--- config.mk ---
export PLATFORM = sky130hd
export DESIGN_NAME = lpcc_div
export DESIGN_NICKNAME = d
export VERILOG_FILES = /design/src/lpcc_pkg.sv /design/src/lpcc_div.sv
export SDC_FILE = /design/constraint.sdc
export NUM_CORES = 2
export LEC_CHECK = 0
export BUFFER_PORTS_ARGS = -buffer_cell sky130_fd_sc_hd__buf_2
export CAP_MARGIN = 20
export CORE_UTILIZATION = 60
export DETAILED_ROUTE_END_ITERATION = 8
export PLACE_DENSITY = 0.82
export SLEW_MARGIN = 30
export SYNTH_ARGS = -nofsm -noshare
export SYNTH_HDL_FRONTEND = slang
export SYNTH_SLANG_ARGS = --single-unit
--- constraint.sdc ---
create_clock -name clk_i -period 13.3 [get_ports clk_i]
set_clock_uncertainty 0.1 [all_clocks]
set_input_delay 2.66 -clock clk_i [delete_from_list [all_inputs] [get_ports clk_i]]
set_output_delay 2.66 -clock clk_i [all_outputs]
set_load 0.005 [all_outputs]
--- src/lpcc_pkg.sv ---
// Shared types, constants and configuration register indexes of the lidar
// point colorizer. Used by every module of the block; depends on nothing.
package lpcc_pkg;

  // Default frame store geometry.
  localparam int MaxWidthDef  = 2048;
  localparam int MaxHeightDef = 2048;

  // Fixed calibration: focal term 935.307436 in Q.16, depth offset 0.3 and
  // camera x offset 1.5, both in Q16.16.
  localparam logic signed [26:0] CoefF    = 27'sd61296308;
  localparam logic signed [32:0] DepthOfs = 33'sd19661;
  localparam logic signed [32:0] CamxOfs  = 33'sd98304;

  // Internal widths.
  localparam int CamW = 33;  // camera coordinates
  localparam int KuW  = 60;  // focal product
  localparam int CuW  = 44;  // principal point term before the 2^16 scale
  localparam int NumW = 61;  // projection numerators
  localparam int CzW  = 31;  // positive depth
  localparam int AccW = 56;  // pose accumulator

  // Configuration port.
  localparam int CfgIdxW  = 3;
  localparam int CfgDataW = 63;

  typedef enum logic [CfgIdxW-1:0] {
    CFG_ROT_ROW0     = 3'd0,
    CFG_ROT_ROW1     = 3'd1,
    CFG_ROT_ROW2     = 3'd2,
    CFG_SHIFT_X      = 3'd3,
    CFG_SHIFT_Y      = 3'd4,
    CFG_SHIFT_Z      = 3'd5,
    CFG_IMAGE_WIDTH  = 3'd6,
    CFG_IMAGE_HEIGHT = 3'd7
  } cfg_idx_e;

  // Reset values of the configuration registers (identity pose, full HD).
  localparam logic [62:0] RotRow0Rst = 63'd262144;
  localparam logic [62:0] RotRow1Rst = 63'd549755813888;
  localparam logic [62:0] RotRow2Rst = 63'd1152921504606846976;
  localparam logic [11:0] WidthRst   = 12'd1920;
  localparam logic [11:0] HeightRst  = 12'd1080;

  // Input item: a pixel write (mode 0) or a lidar point (mode 1).
  typedef struct packed {
    logic               mode;
    logic [10:0]        pixel_col;
    logic [10:0]        pixel_row;
    logic [7:0]         pixel_red;
    logic [7:0]         pixel_green;
    logic [7:0]         pixel_blue;
    logic signed [31:0] point_x;
    logic signed [31:0] point_y;
    logic signed [31:0] point_z;
  } in_t;

  // Result item: transformed position and sampled color.
  typedef struct packed {
    logic signed [31:0] world_x;
    logic signed [31:0] world_y;
    logic signed [31:0] world_z;
    logic [7:0]         color_red;
    logic [7:0]         color_green;
    logic [7:0]         color_blue;
  } out_t;

  // Data that rides along the projection and division stages.
  typedef struct packed {
    logic               mode;
    logic               wr_ok;
    logic [23:0]        wr_rgb;
    logic signed [31:0] world_x;
    logic signed [31:0] world_y;
    logic signed [31:0] world_z;
  } side_t;

endpackage

--- src/lpcc_div.sv ---
// Range check and pipelined restoring division that turn the projection
// numerators into a pixel address, one quotient bit per stage. Uses lpcc_pkg.
module lpcc_div #(
  parameter int MAX_WIDTH  = lpcc_pkg::MaxWidthDef,
  parameter int MAX_HEIGHT = lpcc_pkg::MaxHeightDef,
  parameter int AW         = $clog2(MAX_WIDTH * MAX_HEIGHT),
  parameter int UW         = $clog2(MAX_WIDTH),
  parameter int VW         = $clog2(MAX_HEIGHT),
  parameter int DW         = (UW > VW) ? UW : VW
) (
  input  logic                             clk_i,
  input  logic [DW+1:0]                    en_i,
  input  logic signed [lpcc_pkg::NumW-1:0] nu_i,
  input  logic signed [lpcc_pkg::NumW-1:0] nv_i,
  input  logic [lpcc_pkg::CzW-1:0]         cz_i,
  input  logic                             drop_i,
  input  lpcc_pkg::side_t                  side_i,
  input  logic [AW-1:0]                    waddr_i,
  input  logic [11:0]                      image_width_i,
  input  logic [11:0]                      image_height_i,
  output logic [AW-1:0]                    addr_o,
  output logic                             hit_o,
  output lpcc_pkg::side_t                  side_o
);

  localparam int NW   = lpcc_pkg::NumW;
  localparam int RW   = NW - 1;
  localparam int DenW = lpcc_pkg::CzW + 16;

  // Per-stage registers; index 0 is the range check stage.
  logic [RW-1:0]   rem_u_q [DW+1];
  logic [RW-1:0]   rem_v_q [DW+1];
  logic [DW-1:0]   quo_u_q [DW+1];
  logic [DW-1:0]   quo_v_q [DW+1];
  logic [DenW-1:0] den_q   [DW+1];
  logic            ok_q    [DW+1];
  lpcc_pkg::side_t side_q  [DW+1];
  logic [AW-1:0]   waddr_q [DW+1];

  // Range check: a quotient truncated toward zero lands in [0, 2^UW) exactly
  // when the numerator lies in (-den, den * 2^UW).
  logic signed [NW-1:0] den_s;
  logic                 uok, vok;

  assign den_s = $signed(NW'({cz_i, 16'b0}));
  assign uok   = (nu_i > -den_s) && (nu_i < (den_s <<< UW));
  assign vok   = (nv_i > -den_s) && (nv_i < (den_s <<< VW));

  always_ff @(posedge clk_i) begin
    if (en_i[0]) begin
      rem_u_q[0] <= nu_i[NW-1] ? '0 : nu_i[RW-1:0];
      rem_v_q[0] <= nv_i[NW-1] ? '0 : nv_i[RW-1:0];
      quo_u_q[0] <= '0;
      quo_v_q[0] <= '0;
      den_q[0]   <= {cz_i, 16'b0};
      ok_q[0]    <= !drop_i && uok && vok;
      side_q[0]  <= side_i;
      waddr_q[0] <= waddr_i;
    end
  end

  // Division stages, most significant quotient bit first.
  for (genvar j = 1; j <= DW; j++) begin : g_div
    logic [RW-1:0] dsh;
    logic [RW:0]   tu, tv;

    assign dsh = RW'(den_q[j-1]) << (DW - j);
    assign tu  = {1'b0, rem_u_q[j-1]} - {1'b0, dsh};
    assign tv  = {1'b0, rem_v_q[j-1]} - {1'b0, dsh};

    always_ff @(posedge clk_i) begin
      if (en_i[j]) begin
        rem_u_q[j] <= tu[RW] ? rem_u_q[j-1] : tu[RW-1:0];
        rem_v_q[j] <= tv[RW] ? rem_v_q[j-1] : tv[RW-1:0];
        quo_u_q[j] <= {quo_u_q[j-1][DW-2:0], !tu[RW]};
        quo_v_q[j] <= {quo_v_q[j-1][DW-2:0], !tv[RW]};
        den_q[j]   <= den_q[j-1];
        ok_q[j]    <= ok_q[j-1];
        side_q[j]  <= side_q[j-1];
        waddr_q[j] <= waddr_q[j-1];
      end
    end
  end

  // Frame bounds and store address.
  logic [DW-1:0] col, row;
  logic          keep;
  logic [AW-1:0] raddr;

  assign col   = quo_u_q[DW];
  assign row   = quo_v_q[DW];
  assign keep  = ok_q[DW]
              && (32'(col) < 32'(image_width_i)) && (int'(col) < MAX_WIDTH)
              && (32'(row) < 32'(image_height_i)) && (int'(row) < MAX_HEIGHT);
  assign raddr = AW'(row) * AW'(MAX_WIDTH) + AW'(col);

  logic [AW-1:0]   addr_q;
  logic            hit_q;
  lpcc_pkg::side_t side_out_q;

  always_ff @(posedge clk_i) begin
    if (en_i[DW+1]) begin
      addr_q     <= side_q[DW].mode ? raddr : waddr_q[DW];
      hit_q      <= side_q[DW].mode ? keep : side_q[DW].wr_ok;
      side_out_q <= side_q[DW];
    end
  end

  assign addr_o = addr_q;
  assign hit_o  = hit_q;
  assign side_o = side_out_q;

endmodule

==> flow_summary_export.csv <==
group,metric,value,unit
power_and_ir_drop,leakagePower,62.4,nW
grt,grt_start_max_net_pins,136,
routing,drt-vias-per-instance,6.17,
critical_path,end_kind,"register",
power_and_ir_drop,vdd_drop_max,0.000138,V
synthesis,syn_inst,10542,
timing,final-max-slew-violation-count,0,
finish,multi_input_area,45100,µm²
synthesis,synthArstFlopShare,0,
grt,grt_pass1_vias,92806,
cts,cts_buffers,339,
status,status,"complete, no violations",
routing,drt-total-wl,375,mm
grt,antenna_found_initial,23,
finish,final_common_cell,"edfxtp_1",
critical_path,arrival,7.90,ns
timing,period_share,0.553,
placed_design,gp_congestion,0.949,
timing,rsz0062_at_grt,"no",
finish,fillCellCount,15998,
synthesis,yosysWarnings,0,
finish,drive_above_1_share,0.108,
routing,drtIter0Drc,9295,
cts,cts_buffer_depth,4,
floorplanning,start_util,0.606,
finish,final_cell_mix,"3326 x edfxtp_1, 836 x ha_1, 701 x a21oi_1",
cts,h-tree-depth,5,
floorplanning,placementRows,181,
grt,grt_pass1_wl,556,mm
finish,area_growth,11.8,%
synthesis,syn_nets,11734,
timing,setup_tns,0,ns
timing,fin_crit,7.35,ns
cts,postCtsSetupBuffers,0,
routing,drt-wirelength-per-cell,25.5,µm
synthesis,synth_seq_cells,3326,
cts,cts-root-buf,"clkbuf_16",
routing,drc,0,
timing,slew_headroom,0.299,
power_and_ir_drop,power_density,201,nW/µm²
timing,fmax,0.136,GHz
cts,clk_pin_slew,0.08,ns
grt,grt_use_total,0.295,
critical_path,r2r_setup_slack,7.86,ns
finish,nets,12445,
finish,ff_latch_area,99900,µm²
cts,ctsResizeCount,0,
floorplanning,die_w,498,µm
min_path,hold_class,"register to register",
synthesis,synth_top_flop_cell,"edfxtp_1",
synthesis,synth_area,148000,µm²
floorplanning,die_area,248000,µm²
routing,drtAntennaViolNets,0,
cts,hold_buffers,0,
synthesis,avgSynthCellArea,14.0,µm²
grt,overflow,0,
routing,firstDrtPassIters,7,
power_and_ir_drop,finalPower,33.2,mW
floorplanning,ioPinCount,481,
routing,vias,90821,
critical_path,worstSetupStartpointType,"input pin",
timing,hold_viol,0,
cts,cts.sinks,3326,
timing,worst_slew_pin_slew,1.04,ns
synthesis,seq_area_frac_synth,0.676,
timing,setup_viol,0,
critical_path,required,13.85,ns
flow_run,maxCapViolCount,0,
critical_path,cp_max_fo,14,
placed_design,port-buffer-count,480,
placed_design,hpwl,243,mm
synthesis,synth_edf_count,3326,
critical_path,critical_path_class,"input pin to register",
synthesis,yosys.cell_types.count,102,
floorplanning,die_h,498,µm
floorplanning,coreArea,244000,µm²
cts,cts_tree,"yes",
cts,insertion_delay,0.95,ns
==> registers in the layout (all words and copies together), names as in the netlist <==
name,flops
hit_o,1
quo_u_q,66
side_o,122
rem_u_q,484
den_q,341
ok_q,12
side_q,1464
quo_v_q,66
waddr_q,264
addr_o,22
rem_v_q,484
==> cell families (layout without fill, tap and decap cells) <==
kind of cell / after synthesis / in the layout / synth area share
and+or+nand+nor: 2320 / 2320 / 0.0764
xor gates and xnor gates: 646 / 646 / 0.0383
AOI/OAI and AO/OA: 2457 / 2457 / 0.104
other: 0 / 15 / 0
DFF: 3326 / 3326 / 0.676
buffers and inverters: 785 / 1747 / 0.0202
adders and majority gates: 861 / 861 / 0.0738
muxes: 147 / 147 / 0.0114
==> routing by layer <==
metal  share of wire  routed length [µm]  track usage  up-vias
met3           0.065               24300       0.0391     1316
met1            0.37              139000        0.350    43507
met5         0.00013                  49            0        -
met2            0.51              190000        0.529     4669
li1                -                   -            -    41321
met4           0.056               20800        0.144        8
==> power by group <==
group | switching [mW] | internal (mW) | leakage (nW)
clock | 4.10 | 5.37 | 5.19
combinational | 5.36 | 3.76 | 24.8
sequential | 0.960 | 13.6 | 32.4
==> area by class of cell <==
type	count	share of cell area
antenna	15	0.000227
clock buffer	400	0.0530
clock inverter	192	0.0117
inverter	599	0.0136
multi-input combinational	6431	0.273
sequential	3326	0.605
tap	3202	0.0243
timing repair buffer	556	0.0197
==> through the flow <==
stage / cells / hold WS (ns) / utilization / worst slack (ns) / area, µm²
floorplan: 10542 / 0.300 / - / 6.54 / 148000
global placement: 14108 / 0.300 / 0.632 / 4.96 / 154000
detailed placement: 14108 / 0.305 / 0.632 / 4.99 / 154000
CTS: 14700 / 0.259 / 0.676 / 5.98 / 165000
global route: 14715 / 0.267 / 0.677 / 5.66 / 165000
finish: 14721 / 0.266 / 0.677 / 5.95 / 165000
==> worst max-delay path: stages <==
cell	delay (ns)
buf_2	0.14
or4_1	0.71
or3_4	0.50
nor2_1	0.41
nand3_1	0.64
nor3_1	0.39
xnor2_1	0.18
ha_1	0.32
and3_1	0.19
and3_1	0.27
nand3_1	0.18
nand2b_1	0.18
nor4b_1	0.49
nand3_1	0.17
o21ai_1	0.18
xor2_1	0.20
a211oi_2	0.09
==> cell usage after synthesis, types with 19 or more instances <==
cell | count | area (µm²)
nand3_1 | 117 | 586
ha_1 | 836 | 10500
a31oi_1 | 72 | 450
and3_1 | 55 | 344
inv_1 | 595 | 2230
o22ai_1 | 20 | 125
o21bai_1 | 65 | 488
edfxtp_1 | 3326 | 99900
mux2_2 | 117 | 1320
o31a_1 | 32 | 280
a21o_1 | 290 | 2180
fa_1 | 20 | 400
clkbuf_1 | 157 | 589
nor2b_1 | 194 | 1210
or3_1 | 72 | 450
or2_2 | 28 | 175
or4_1 | 39 | 293
o211ai_1 | 51 | 383
o21a_1 | 145 | 1090
a211oi_1 | 93 | 698
nand2b_1 | 142 | 888
nor3_1 | 148 | 741
a21oi_1 | 704 | 3520
a211o_1 | 31 | 272
and2_1 | 30 | 188
nand4_1 | 86 | 538
a21boi_0 | 20 | 150
and4_1 | 19 | 166
nand2_1 | 683 | 2560
o21ai_0 | 636 | 3180
xnor2_1 | 364 | 3190
o31ai_1 | 79 | 593
xor2_1 | 282 | 2470
nor4_1 | 52 | 325
nor2_1 | 581 | 2180
==> worst paths after layout <==
check                               start                  endpoint  depth (start not counted)
setup / recovery                  cz_i[4]         ok_q[0]$_DFFE_PP_                         17
setup reg to reg   den_q[5][17]$_DFFE_PP_  rem_v_q[6][54]$_DFFE_PP_                         14
hold / removal    side_q[1][21]$_DFFE_PP_  side_q[1][143]$_DFFE_PP_                          0
hold reg to reg   side_q[1][21]$_DFFE_PP_  side_q[1][143]$_DFFE_PP_                          0
Power figures use the tool's default switching activity.
